===== config.mk =====
export PLATFORM = sky130hd
export DESIGN_NAME = first_fit_multi_resource_dispatch_core
export DESIGN_NICKNAME = d
export VERILOG_FILES = /design/src/hw/rtl/ffmrd_pkg.sv /design/src/hw/rtl/ffmrd_ctrl.sv /design/src/hw/rtl/ffmrd_datapath.sv /design/src/hw/rtl/first_fit_multi_resource_dispatch_core.sv
export SDC_FILE = /design/constraint.sdc
export NUM_CORES = 1
export LEC_CHECK = 0
export ABC_AREA = 1
export BUFFER_PORTS_ARGS = -buffer_cell sky130_fd_sc_hd__buf_2
export CORE_MARGIN = 2
export CORE_UTILIZATION = 50
export DETAILED_ROUTE_END_ITERATION = 10
export HOLD_SLACK_MARGIN = 0.06
export PLACE_DENSITY = 0.65
export SETUP_SLACK_MARGIN = 0.2
export SYNTH_ARGS = -nofsm -noshare
export SYNTH_HDL_FRONTEND = slang
export SYNTH_SLANG_ARGS = --single-unit

===== constraint.sdc =====
create_clock -name clock -period 14.1 [get_ports clock]
set_input_delay 2.115 -clock clock [delete_from_list [all_inputs] [get_ports clock]]
set_output_delay 2.115 -clock clock [all_outputs]
set_load 0.005 [all_outputs]

===== src/hw/rtl/ffmrd_pkg.sv =====
// shared constants, types and handshake structs for the first-fit dispatch core
`timescale 1ns / 1ps
`default_nettype none
package ffmrd_pkg;

   // pool geometry
   localparam int WORKER_COUNT     = 10;
   localparam int SLOTS_PER_WORKER = 10;

   // derived widths
   localparam int WID_W  = (WORKER_COUNT > 1) ? $clog2(WORKER_COUNT) : 1;
   localparam int CNT_W  = $clog2(WORKER_COUNT + 1);
   localparam int SLOT_W = (SLOTS_PER_WORKER > 1) ? $clog2(SLOTS_PER_WORKER) : 1;
   localparam int CMP_W  = 9;

   // field widths
   localparam int AMT_W      = 16;
   localparam int FIELD_W    = 4;
   localparam int CFG_W      = 4;
   localparam int REQ_DATA_W = 56;
   localparam int RSP_DATA_W = 8;

   typedef logic [AMT_W-1:0] amount_type;

   // opcodes
   localparam logic OP_LOAD     = 1'b0;
   localparam logic OP_DISPATCH = 1'b1;

   typedef enum logic [1:0] {
      ST_IDLE,
      ST_SCAN,
      ST_FINISH
   } state_type;

   // controller to datapath
   typedef struct packed {
      logic accept;
      logic advance;
      logic set_hit;
      logic finish;
   } cmd_type;

   // datapath to controller
   typedef struct packed {
      logic req_valid;
      logic is_dispatch;
      logic at_end;
      logic fit;
      logic out_free;
   } status_type;

endpackage
`default_nettype wire


===== src/hw/rtl/ffmrd_ctrl.sv =====
// controller state machine for the first-fit dispatch core
`timescale 1ns / 1ps
`default_nettype none
module ffmrd_ctrl (
   input  wire logic                 clock,
   input  wire logic                 reset,
   input  wire ffmrd_pkg::status_type status,
   output ffmrd_pkg::cmd_type        cmd,
   output logic                      req_ready
);

   ffmrd_pkg::state_type state_ff;
   ffmrd_pkg::state_type state_in;

   // state register
   always_ff @(posedge clock) begin
      if (reset) begin
         state_ff <= ffmrd_pkg::ST_IDLE;
      end else begin
         state_ff <= state_in;
      end
   end

   // next state
   always_comb begin
      state_in = state_ff;
      case (state_ff)
         ffmrd_pkg::ST_IDLE: begin
            if (status.req_valid) begin
               state_in = status.is_dispatch ? ffmrd_pkg::ST_SCAN : ffmrd_pkg::ST_FINISH;
            end
         end
         ffmrd_pkg::ST_SCAN: begin
            if (status.at_end || status.fit) begin
               state_in = ffmrd_pkg::ST_FINISH;
            end
         end
         ffmrd_pkg::ST_FINISH: begin
            if (status.out_free) begin
               state_in = ffmrd_pkg::ST_IDLE;
            end
         end
         default: begin
            state_in = ffmrd_pkg::ST_IDLE;
         end
      endcase
   end

   // command outputs
   always_comb begin
      cmd       = '0;
      req_ready = 1'b0;
      case (state_ff)
         ffmrd_pkg::ST_IDLE: begin
            req_ready  = 1'b1;
            cmd.accept = status.req_valid;
         end
         ffmrd_pkg::ST_SCAN: begin
            cmd.set_hit = !status.at_end && status.fit;
            cmd.advance = !status.at_end && !status.fit;
         end
         ffmrd_pkg::ST_FINISH: begin
            cmd.finish = status.out_free;
         end
         default: begin
            cmd = '0;
         end
      endcase
   end

endmodule
`default_nettype wire


===== src/hw/rtl/ffmrd_datapath.sv =====
// budget store, scan pointer and result register for the first-fit dispatch core
`timescale 1ns / 1ps
`default_nettype none
module ffmrd_datapath (
   input  wire logic                                 clock,
   input  wire logic                                 reset,
   input  wire ffmrd_pkg::cmd_type                   cmd,
   output ffmrd_pkg::status_type                     status,
   input  wire logic                                 req_valid,
   input  wire logic                                 req_opcode,
   input  wire logic [ffmrd_pkg::FIELD_W-1:0]        req_worker_index,
   input  wire ffmrd_pkg::amount_type                req_cpu_amount,
   input  wire ffmrd_pkg::amount_type                req_memory_amount,
   input  wire ffmrd_pkg::amount_type                req_network_amount,
   input  wire logic                                 csr_wen,
   input  wire logic [ffmrd_pkg::CFG_W-1:0]          csr_wdata,
   input  wire logic                                 rsp_ready,
   output logic                                      rsp_valid,
   output logic                                      rsp_accepted,
   output logic [ffmrd_pkg::FIELD_W-1:0]             rsp_assigned_worker,
   output logic [ffmrd_pkg::FIELD_W-1:0]             rsp_assigned_slot
);

   localparam logic [ffmrd_pkg::CMP_W-1:0] WC_CMP  = ffmrd_pkg::CMP_W'(ffmrd_pkg::WORKER_COUNT);
   localparam logic [ffmrd_pkg::CMP_W-1:0] SPW_CMP =
      ffmrd_pkg::CMP_W'(ffmrd_pkg::SLOTS_PER_WORKER);

   // per-worker state
   ffmrd_pkg::amount_type           cpu_bud_ff  [ffmrd_pkg::WORKER_COUNT];
   ffmrd_pkg::amount_type           mem_bud_ff  [ffmrd_pkg::WORKER_COUNT];
   ffmrd_pkg::amount_type           net_bud_ff  [ffmrd_pkg::WORKER_COUNT];
   logic [ffmrd_pkg::SLOT_W-1:0]    slot_ff     [ffmrd_pkg::WORKER_COUNT];

   // configuration and latched transaction
   logic [ffmrd_pkg::CFG_W-1:0]     active_ff;
   logic                            op_ff;
   logic [ffmrd_pkg::FIELD_W-1:0]   widx_ff;
   ffmrd_pkg::amount_type           cpu_ff;
   ffmrd_pkg::amount_type           mem_ff;
   ffmrd_pkg::amount_type           net_ff;
   logic [ffmrd_pkg::CMP_W-1:0]     lim_ff;
   logic [ffmrd_pkg::CMP_W-1:0]     lim_in;
   logic [ffmrd_pkg::CNT_W-1:0]     idx_ff;
   logic [ffmrd_pkg::CNT_W-1:0]     idx_in;
   logic                            hit_ff;
   logic                            hit_in;

   // result register
   logic                            rsp_valid_ff;
   logic                            rsp_acc_ff;
   logic [ffmrd_pkg::FIELD_W-1:0]   rsp_worker_ff;
   logic [ffmrd_pkg::FIELD_W-1:0]   rsp_slot_ff;
   logic                            rsp_acc_in;
   logic [ffmrd_pkg::FIELD_W-1:0]   rsp_worker_in;
   logic [ffmrd_pkg::FIELD_W-1:0]   rsp_slot_in;

   logic [ffmrd_pkg::WID_W-1:0]     scan_addr;
   logic [ffmrd_pkg::WID_W-1:0]     load_addr;
   logic [ffmrd_pkg::CMP_W-1:0]     act_ext;
   logic [ffmrd_pkg::CMP_W-1:0]     idx_ext;
   logic [ffmrd_pkg::CMP_W-1:0]     widx_ext;
   logic [ffmrd_pkg::CMP_W-1:0]     slot_ext;
   logic [ffmrd_pkg::CMP_W-1:0]     slot_sum;
   logic [ffmrd_pkg::SLOT_W-1:0]    slot_next;
   logic                            at_end;
   logic                            fit;
   logic                            load_ok;
   logic                            is_load;
   logic                            do_load;
   logic                            do_take;

   // address and compare helpers
   always_comb begin
      scan_addr = idx_ff[ffmrd_pkg::WID_W-1:0];
      act_ext   = ffmrd_pkg::CMP_W'(active_ff);
      idx_ext   = ffmrd_pkg::CMP_W'(idx_ff);
      widx_ext  = ffmrd_pkg::CMP_W'(widx_ff);
      load_addr = widx_ext[ffmrd_pkg::WID_W-1:0];
      lim_in    = (act_ext > WC_CMP) ? WC_CMP : act_ext;
      at_end    = idx_ext >= lim_ff;
      load_ok   = widx_ext < WC_CMP;
      is_load   = op_ff == ffmrd_pkg::OP_LOAD;
   end

   // fit test on the worker under the scan pointer
   always_comb begin
      fit = !at_end
            && (cpu_bud_ff[scan_addr] >= cpu_ff)
            && (mem_bud_ff[scan_addr] >= mem_ff)
            && (net_bud_ff[scan_addr] >= net_ff);
   end

   // ring slot advance
   always_comb begin
      slot_ext  = ffmrd_pkg::CMP_W'(slot_ff[scan_addr]);
      slot_sum  = slot_ext + ffmrd_pkg::CMP_W'(1);
      slot_next = (slot_sum >= SPW_CMP) ? '0 : slot_sum[ffmrd_pkg::SLOT_W-1:0];
   end

   // scan pointer and hit flag
   always_comb begin
      idx_in = idx_ff;
      hit_in = hit_ff;
      if (cmd.accept) begin
         idx_in = '0;
         hit_in = 1'b0;
      end else begin
         if (cmd.advance) begin
            idx_in = idx_ff + ffmrd_pkg::CNT_W'(1);
         end
         if (cmd.set_hit) begin
            hit_in = 1'b1;
         end
      end
   end

   // result fields
   always_comb begin
      do_load       = cmd.finish && is_load && load_ok;
      do_take       = cmd.finish && !is_load && hit_ff;
      rsp_acc_in    = is_load ? load_ok : hit_ff;
      rsp_worker_in = '0;
      rsp_slot_in   = '0;
      if (!is_load && hit_ff) begin
         rsp_worker_in = idx_ext[ffmrd_pkg::FIELD_W-1:0];
         rsp_slot_in   = slot_ext[ffmrd_pkg::FIELD_W-1:0];
      end
   end

   // configuration and control registers
   always_ff @(posedge clock) begin
      if (reset) begin
         active_ff    <= '0;
         idx_ff       <= '0;
         hit_ff       <= 1'b0;
         rsp_valid_ff <= 1'b0;
      end else begin
         if (csr_wen) begin
            active_ff <= csr_wdata;
         end
         idx_ff <= idx_in;
         hit_ff <= hit_in;
         if (cmd.finish) begin
            rsp_valid_ff <= 1'b1;
         end else if (rsp_ready) begin
            rsp_valid_ff <= 1'b0;
         end
      end
   end

   // latched transaction and result payload
   always_ff @(posedge clock) begin
      if (cmd.accept) begin
         op_ff   <= req_opcode;
         widx_ff <= req_worker_index;
         cpu_ff  <= req_cpu_amount;
         mem_ff  <= req_memory_amount;
         net_ff  <= req_network_amount;
         lim_ff  <= lim_in;
      end
      if (cmd.finish) begin
         rsp_acc_ff    <= rsp_acc_in;
         rsp_worker_ff <= rsp_worker_in;
         rsp_slot_ff   <= rsp_slot_in;
      end
   end

   // per-worker budgets and slots
   always_ff @(posedge clock) begin
      if (reset) begin
         for (int i = 0; i < ffmrd_pkg::WORKER_COUNT; i++) begin
            cpu_bud_ff[i] <= '0;
            mem_bud_ff[i] <= '0;
            net_bud_ff[i] <= '0;
            slot_ff[i]    <= '0;
         end
      end else if (do_load) begin
         cpu_bud_ff[load_addr] <= cpu_ff;
         mem_bud_ff[load_addr] <= mem_ff;
         net_bud_ff[load_addr] <= net_ff;
      end else if (do_take) begin
         cpu_bud_ff[scan_addr] <= cpu_bud_ff[scan_addr] - cpu_ff;
         mem_bud_ff[scan_addr] <= mem_bud_ff[scan_addr] - mem_ff;
         net_bud_ff[scan_addr] <= net_bud_ff[scan_addr] - net_ff;
         slot_ff[scan_addr]    <= slot_next;
      end
   end

   // status back to the controller
   always_comb begin
      status.req_valid   = req_valid;
      status.is_dispatch = req_opcode == ffmrd_pkg::OP_DISPATCH;
      status.at_end      = at_end;
      status.fit         = fit;
      status.out_free    = !rsp_valid_ff || rsp_ready;
   end

   assign rsp_valid           = rsp_valid_ff;
   assign rsp_accepted        = rsp_acc_ff;
   assign rsp_assigned_worker = rsp_worker_ff;
   assign rsp_assigned_slot   = rsp_slot_ff;

endmodule
`default_nettype wire


===== src/hw/rtl/first_fit_multi_resource_dispatch_core.sv =====
// top level of the first-fit multi-resource dispatch core
// Keeps cpu, memory and network budgets plus a ring slot for each of ten
// workers. A load transaction (tuser 0) sets one worker's budgets. A
// dispatch transaction (tuser 1) walks the active workers one per cycle,
// reading the budgets of the worker under the scan pointer through the
// single budget read port, until one fits or the scan reaches its end.
// Either transaction is held at its finish step while the previous
// response still waits in its output register. The first worker whose
// budgets all cover the costs is charged and reported with its slot; if
// none fits, the response carries accepted 0. One transaction is in
// flight at a time; the next is taken while the previous response waits
// in its output register. The user must write active_workers through
// csr_wen/csr_wdata only while idle; the block itself does not enforce it.
`timescale 1ns / 1ps
`default_nettype none
module first_fit_multi_resource_dispatch_core (
   input  wire logic                                  clock,
   input  wire logic                                  reset,
   // request: worker_index[3:0], cpu_amount[19:4], memory_amount[35:20],
   // network_amount[51:36], zero pad [55:52]
   input  wire logic                                  req_tvalid,
   output logic                                       req_tready,
   input  wire logic [ffmrd_pkg::REQ_DATA_W-1:0]      req_tdata,
   // request kind: opcode[0]
   input  wire logic [0:0]                            req_tuser,
   // response: assigned_worker[3:0], assigned_slot[7:4]
   output logic                                       rsp_tvalid,
   input  wire logic                                  rsp_tready,
   output logic [ffmrd_pkg::RSP_DATA_W-1:0]           rsp_tdata,
   // response flag: accepted[0]
   output logic [0:0]                                 rsp_tuser,
   // active_workers register
   input  wire logic                                  csr_wen,
   input  wire logic [ffmrd_pkg::CFG_W-1:0]           csr_wdata
);

   ffmrd_pkg::cmd_type                   cmd;
   ffmrd_pkg::status_type                status;
   logic                                 rsp_accepted;
   logic [ffmrd_pkg::FIELD_W-1:0]        rsp_worker;
   logic [ffmrd_pkg::FIELD_W-1:0]        rsp_slot;

   // controller
   ffmrd_ctrl u_ctrl (
      .clock     (clock),
      .reset     (reset),
      .status    (status),
      .cmd       (cmd),
      .req_ready (req_tready)
   );

   // datapath
   ffmrd_datapath u_datapath (
      .clock               (clock),
      .reset               (reset),
      .cmd                 (cmd),
      .status              (status),
      .req_valid           (req_tvalid),
      .req_opcode          (req_tuser[0]),
      .req_worker_index    (req_tdata[3:0]),
      .req_cpu_amount      (req_tdata[19:4]),
      .req_memory_amount   (req_tdata[35:20]),
      .req_network_amount  (req_tdata[51:36]),
      .csr_wen             (csr_wen),
      .csr_wdata           (csr_wdata),
      .rsp_ready           (rsp_tready),
      .rsp_valid           (rsp_tvalid),
      .rsp_accepted        (rsp_accepted),
      .rsp_assigned_worker (rsp_worker),
      .rsp_assigned_slot   (rsp_slot)
   );

   // response packing
   assign rsp_tdata = {rsp_slot, rsp_worker};
   assign rsp_tuser = rsp_accepted;

endmodule
`default_nettype wire


[After elaboration in Yosys (flattened, before gate mapping)]
Memory sizes are Yosys's and may differ from the RTL's. A register that Yosys moved wholly into a read port is not among the register bits.
Index checks and enable logic that the tools add are counted.
Word-level totals
  register bits after elaboration: 83
  RAM bits: 520
  input port bits: 66
  output and inout port bits: 11
  word-level logic and storage cells: 114
  memories: 4
Memories
  u_datapath.cpu_bud_ff: words 10, width 16, rd ports 1, clocked after memory_dff 1, write ports 10, RTL line ffmrd_datapath.sv:29  | ffmrd_pkg::amount_type cpu_bud_ff [ffmrd_pkg::WORKER_COUNT];
  u_datapath.mem_bud_ff: words 10, width 16, rd ports 1, clocked after memory_dff 1, write ports 10, RTL line ffmrd_datapath.sv:30  | ffmrd_pkg::amount_type mem_bud_ff [ffmrd_pkg::WORKER_COUNT];
  u_datapath.net_bud_ff: words 10, width 16, rd ports 1, clocked after memory_dff 1, write ports 10, RTL line ffmrd_datapath.sv:31  | ffmrd_pkg::amount_type net_bud_ff [ffmrd_pkg::WORKER_COUNT];
  u_datapath.slot_ff: words 10, width 4, rd ports 1, clocked after memory_dff 1, write ports 10, RTL line ffmrd_datapath.sv:32  | logic [ffmrd_pkg::SLOT_W-1:0] slot_ff [ffmrd_pkg::WORKER_COUNT];
Operators by class
  add/subtract/negate cells: 5
  order comparisons: 7
  equality and inequality tests: 5
  muxes and demuxes: 51
  bitwise logic cells: 1
  reductions and logical operators: 26
Operators by type and width (count)
  $mux 16: 6
  $reduce_or 16->1: 6
  $mux 4: 17
  $ge 16x16->1: 3
  $sub 16x16->16: 3
  $mux 1: 22
  $logic_and 1x1->1: 10
  $mux 2: 5
  $ge 4x9->1: 1
  $ge 9x4->1 const B: 1
  $pmux 2 s3: 1
  $add 4x1->5 const B: 1
  $add 4x1->4 const B: 1
  $gt 4x4->1 const B: 1
  $lt 4x4->1 const B: 1
  $ne 2x1->1 const B: 2
  $reduce_or 4->1: 1
  $logic_not 1->1: 3
  $reduce_and 3->1: 1
  $eq 2x1->1 const B: 1
  $eq 2x2->1 const B: 1
  $logic_not 2->1: 1
  $logic_or 1x1->1: 2
  $ne 2x2->1 const B: 1
  other kinds (3): 3

[Logic depth before layout (Yosys ltp)]
Gate-level depths: netlist (run 1).
  depth after elaboration: 11
  depth in mapped cells: 24
  depth with buffers taken out: 20

[Hierarchy]
Synthesis (run 1) repeated with hierarchy kept, for this count alone.
Unflattened totals
  cell total of the unflattened synthesis: 3786
  area total of the unflattened synthesis: 41079.4 um^2
Modules (own cells, without submodules)
  ffmrd_datapath: times used 1, cells each 3760, area each 40925.5 um^2, sequential area each 27246.1 um^2
  ffmrd_ctrl: times used 1, cells each 26, area each 153.9 um^2, sequential area each 40.0 um^2

[Worst setup path after synthesis (run 1)]
Ideal clock, no wire load.
  kind: input-to-reg
  start point: in req_tvalid
  end point: reg (tool-made name)
  library setup time: 0.129 ns
  data arrival time: 6.523 ns
  data required time: 13.971 ns
  slack: 7.448 ns
  cell stages on the path: 5
  path buffers: 0
  cells stage by stage: inv_1 > nor3_1 > nor2_1 > inv_1 > a21oi_1
RTL lines
  from (decl): RTL line first_fit_multi_resource_dispatch_core.sv:21  | input wire logic req_tvalid,

==> results of run 1 <==
## flip-flops by register name, indices dropped and copies added, names as in the netlist, 16 cells and up, named ones only
name and count:
u_datapath.cpu_bud_ff 256, u_datapath.cpu_ff 16, u_datapath.mem_bud_ff 256, u_datapath.mem_ff 16
u_datapath.net_bud_ff 256, u_datapath.net_ff 16, u_datapath.slot_ff 64
## critical path, cell delays in order
cell and delay (ns):
buf_2 0.14, inv_2 0.52, nand3_2 0.12, buf_4 0.33, o21ai_2 0.34, nand2_1 0.26
nor2_1 0.49, buf_4 0.29, inv_2 0.14, buf_4 0.33, nand2_2 0.29, buf_4 0.64
## cell usage in the layout (no fill, tap or decap), drive strengths merged, types with 10 or more instances in the layout
cell and instances:
edfxtp 898, nor2 841, o21ai 468, nand2 364, inv 252, o221ai 149
nand3 130, clkbuf 125, buf 124, a21oi 96, clkinv 57, ha 55
o22ai 50, o211ai 45, and2 45, dfxtp 16, bufinv 11, nand3b 10
## per-stage QoR
stage / setup WS [ns] / hold slack, ns / instances / instance area [sq um]
final: 8.29 / 0.478 / 4854 / 45200
after global routing: 7.82 / 0.507 / 4854 / 45200
after global placement: 7.65 / 0.464 / 4681 / 42100
after CTS: 8.32 / 0.476 / 4854 / 45200
after detailed placement: 7.65 / 0.457 / 4681 / 42100
after floorplan: 7.45 / 0.437 / 3725 / 40800
## cell usage after synthesis (10+ instances only)
cell type / instances
ha_1: 55
buf_6: 11
buf_2: 39
a21oi_1: 96
buf_1: 13
clkbuf_1: 164
o221ai_1: 149
clkinv_1: 31
nand3_1: 130
edfxtp_1: 898
inv_2: 24
o211ai_1: 45
dfxtp_1: 16
nand2_1: 362
nand3b_1: 10
o21ai_0: 456
nor2_1: 827
o22ai_1: 50
inv_1: 220
and2_1: 45
## report_power, final
part	total (mW)	internal [mW]	switching (mW)
combinational	0.762	0.221	0.541
sequential	3.11	3.07	0.0430
clock	2.52	1.47	1.04
## worst paths after layout
| check | slack (ns) | start | end |
|---|---|---|---|
| max | 8.29 | reset | u_datapath.cpu_bud_ff[7][2] |
| max reg2reg | 8.37 | register | register |
| min | 0.48 | u_datapath.active_ff[3] | u_datapath.lim_ff[3] |
| min reg2reg | 0.48 | u_datapath.active_ff[3] | u_datapath.lim_ff[3] |
## cell families (layout without fill, tap and decap cells)
family                   Yosys count  in the layout  share of synthesized area [%]
AO/OA/AOI/OAI                    834            834                           12.2
XOR/XNOR                           7              7                          0.150
adder cells (fa/ha/maj)           58             58                           1.83
buffers and inverters            504            573                           4.97
flip-flops                       914            914                           66.8
AND/OR/NAND/NOR                 1408           1408                           14.0
## layout make-up
cell class	count	area, sq um
Inverter	276	1050
Fill cell	6807	35500
Tap cell	1060	1330
Timing Repair Buffer	124	801
Multi-Input combinational cell	2307	11600
Clock buffer	125	2540
Clock inverter	48	559
Sequential cell	914	27300
## per-layer routing
metal / GRT usage (%) / vias to the layer above
met3: 4.05 / 243
met4: 9.65 / 0
met1: 37.0 / 14200
met2: 42.8 / 1338
li1: - / 13200
met5: 0 / -
==> reports/results.tsv, run 1 <==
metric	value	unit
run_status	finished clean	
cts_root_buf	clkbuf_16	
met1_length	46600	um
path_class	in -> reg	
postRouteAntennaNets	0	
die_h	290	um
maxCapViolCount	0	
yosysUniqueCellTypes	43	
num_vias	28900	
path_clk_slew	0.06	ns
synth_ff_type	edfxtp_1	
drc	0	
min_path_type	reg -> reg	
ys_warn_count	0	
antenna_found_initial	0	
seq_area_frac_synth	66.8	%
io_pins	77	
post_cts_buffers	0	
setup_violations	0	
dr_wl_met3	9620	um
wl_per_cell	23.3	um
rsz0062_at_grt	no	
cts_buffer_depth	3	
row_count	104	
cts_resized	0	
synthCells	3725	
clkLatencyLatePin	0.66	ns
ir_drop	0.000100	V
netlist_area	0.0408	sq mm
finClkSkew	0.0287	ns
portBuffers	72	
via_per_inst	5.96	
worstPathMaxFanout	40	
synth_fp_nets	3849	
p_total	6.39	mW
fin_crit	5.81	ns
grt_pass1_vias	27800	
timing.slew.headroom	20.0	%
slew_violations	0	
first_pass_iters	6	
numCtsBuffers	95	
antennaDiodeCount	0	
design.core.area	0.0807	sq mm
yosys-top-cells-area	edfxtp_1, nor2_1, o21ai_0	
cts_tree	done	
power.leakage	15.8	nW
htreeDepth	3	
dp_hpwl	60900	um
grt_pass1_wl	170000	um
grtUsageTotal	26.6	%
power_density	141	mW/mm^2
areaGrowthSynthToFinish	10.6	%
start_kind	primary input	
required	14.37	ns
overflow	0	
synth-async-reset-ratio	0	%
postCtsHoldBufs	0	
synth_top_area_share	66.0	%
routed_wl	113000	um
nNetsFinal	3842	
synth_edf_count	898	
fmax	172	MHz
tns	0	ns
dieWidth	290	um
place.gp.congestion	0.861	
wl_met2	53000	um
clock_sinks	914	
hold_viol_final	0	
drt-initial-drc-count	3661	
avgSynthCellArea	11.0	sq um
crit_path_end_kind	register	
finish.utilization	56.0	%
yosysTopAreaCell	edfxtp_1	
die_area	0.0840	sq mm
period_share	41.2	%
rr_worst_depth	21	
start_util	50.6	%
hold_depth	0	
synth_seq_cells	914	
tightestPinTransition	1.19	ns
highest_layer	met4	
drive_gt1_share	8.72	%
grt_max_degree	193	
arrival	6.08	ns
(Power assumes the default switching activity.)
==> run 2, diff against run 1 <==
PLACE_DENSITY = 0.67   (was 0.65)
clock period = 5.14 ns   (was 14.1 ns; I/O delays follow)
==> reports/results.tsv, run 2 (same netlist as run 1, synthesis figures left out) <==
metric	value	unit
drc	0	
r2r_end	u_datapath.cpu_bud_ff[2][7]	
run_status	finished clean	
cts_resized	0	
clock_sinks	914	
postRouteAntennaNets	0	
met1_usage	35.7	%
tns	0	ns
wl_per_cell	22.7	um
hold_start	req_tdata[22]	
hold_viol_final	0	
hold_depth	1	
period_share	88.1	%
grt_use_met3	3.69	%
cts_tree	done	
final_common_cell	edfxtp_1	
setup_ws	0.614	ns
final.fill_count	6656	
start_util	50.6	%
setup_violations	0	
finClkSkew	0.0308	ns
post_cts_buffers	0	
maxCapViolCount	0	
row_count	104	
ir_drop	0.000229	V
path_class	reg -> reg	
top_usage_layer	met2	
io_pins	77	
fmax	221	MHz
hold_path_end	u_datapath.mem_ff[2]	
die_h	290	um
num_vias	29000	
antenna_found_initial	0	
fin_crit	4.53	ns
overflow	0	
worst-r2r-setup-slack	0.61	ns
slew_violations	0	
numCtsBuffers	92	
timing.slew.headroom	14.7	%
most-common-layout-cells	edfxtp_1, nor2_1, o21ai_0	
clkLatencyLatePin	0.66	ns
worstPathMaxFanout	96	
arrival	5.02	ns
cts_buffer_depth	3	
reg.largest.list	u_datapath.cpu_bud_ff (256), u_datapath.mem_bud_ff (256), u_datapath.net_bud_ff (256)	
via_per_inst	5.93	
grt_pass1_vias	27800	
htreeDepth	3	
min_path_type	in -> reg	
start_kind	register	
tightestPinTransition	1.27	ns
drt-initial-drc-count	3205	
postCtsHoldBufs	0	
rr_worst_depth	16	
place.gp.congestion	0.893	
first_pass_iters	6	
grt_pass1_wl	167000	um
place_ws	0.738	ns
dp_hpwl	64800	um
required	5.63	ns
areaGrowthSynthToFinish	11.6	%
design.core.area	0.0807	sq mm
nNetsFinal	3883	
portBuffers	72	
rsz0062_at_grt	no	
grtUsageTotal	26.1	%
cts_root_buf	clkbuf_16	
use_met2	42.4	%
power.leakage	16.1	nW
crit_path_end_kind	register	
routed_wl	111000	um
power_density	380	mW/mm^2
die_area	0.0840	sq mm
grt_max_degree	112	
drive_gt1_share	9.78	%
dieWidth	290	um
path_clk_slew	0.06	ns
[run 2: cell types whose count changed in the layout (fill, tap and decap cells not counted), moves of 4 or more]
cell       change
buf_4         +28
clkbuf_1       -9
clkinv_2       +6
clkinv_1       +4
buf_12        +16
bufinv_16      -4
[run 2: per-stage QoR]
| step | power (mW) | area, sq um | util [%] | instances | hold WS (ns) |
|---|---|---|---|---|---|
| finish | 17.3 | 45600 | 56.5 | 4894 | 0.284 |
| floorplan | 10.1 | 40900 | - | 3725 | 0.437 |
| CTS | 17.3 | 45600 | 56.5 | 4893 | 0.255 |
| detailed placement | 10.8 | 42600 | 52.8 | 4725 | 0.446 |
| global route | 17.9 | 45600 | 56.5 | 4893 | 0.273 |
| global placement | 10.8 | 42600 | 52.8 | 4725 | 0.459 |
[run 2: worst max-delay path by stage]
| stage | from | to | slack, ns | depth (start not counted) |
|---|---|---|---|---|
| floorplan | rsp_tready | u_datapath.cpu_bud_ff[9][0] | 0.95 | 8 |
| global placement | register | u_datapath.mem_bud_ff[8][7] | 0.82 | 15 |
| detailed placement | register | u_datapath.net_bud_ff[1][10] | 0.74 | 20 |
| CTS | register | u_datapath.cpu_bud_ff[2][7] | 0.70 | 16 |
| global route | register | u_datapath.cpu_bud_ff[2][7] | 0.24 | 16 |
| finish | register | u_datapath.cpu_bud_ff[2][7] | 0.61 | 16 |
[run 2: cell type report]
| type | count | area [sq um] | area share, % |
|---|---|---|---|
| multi-input cells | 2307 | 11600 | 25.5 |
| well taps | 1060 | 1330 | 2.91 |
| clock buffers | 116 | 2500 | 5.48 |
| flip-flops and latches | 914 | 27300 | 59.9 |
| diodes | 1 | 2.50 | 0.00549 |
| clock inverters | 52 | 453 | 0.994 |
| repair buffers | 168 | 1330 | 2.92 |
| inverters | 276 | 1050 | 2.31 |
[run 2: critical path: stages (launching register included)]
cell,delay [ns]
dfxtp_4,0.43
inv_8,0.47
buf_4,0.37
o21ai_0,0.11
o221ai_1,0.24
nand3_1,0.15
nand2_1,0.16
ha_1,0.30
a21oi_1,0.14
nand2_1,0.12
a21boi_0,0.26
o21ai_0,0.22
a21oi_1,0.16
o21ai_0,0.10
o21ai_0,0.32
clkinv_1,0.48
nor2_1,0.22
[run 2: per-layer routing]
layer / wire (um) / share of wire [%] / vias up
li1: - / - / 13300
met1: 45100 / 41 / 14100
met2: 52300 / 47 / 1416
met3: 9950 / 8.9 / 229
met4: 3880 / 3.5 / 0
met5: 0 / 0 / -
[run 2: power breakdown]
part / internal (mW) / leakage (nW) / switching [mW]
Clock: 3.79 / 1.45 / 2.84
Combinational: 0.656 / 6.11 / 1.51
Sequential: 8.41 / 8.53 / 0.0987
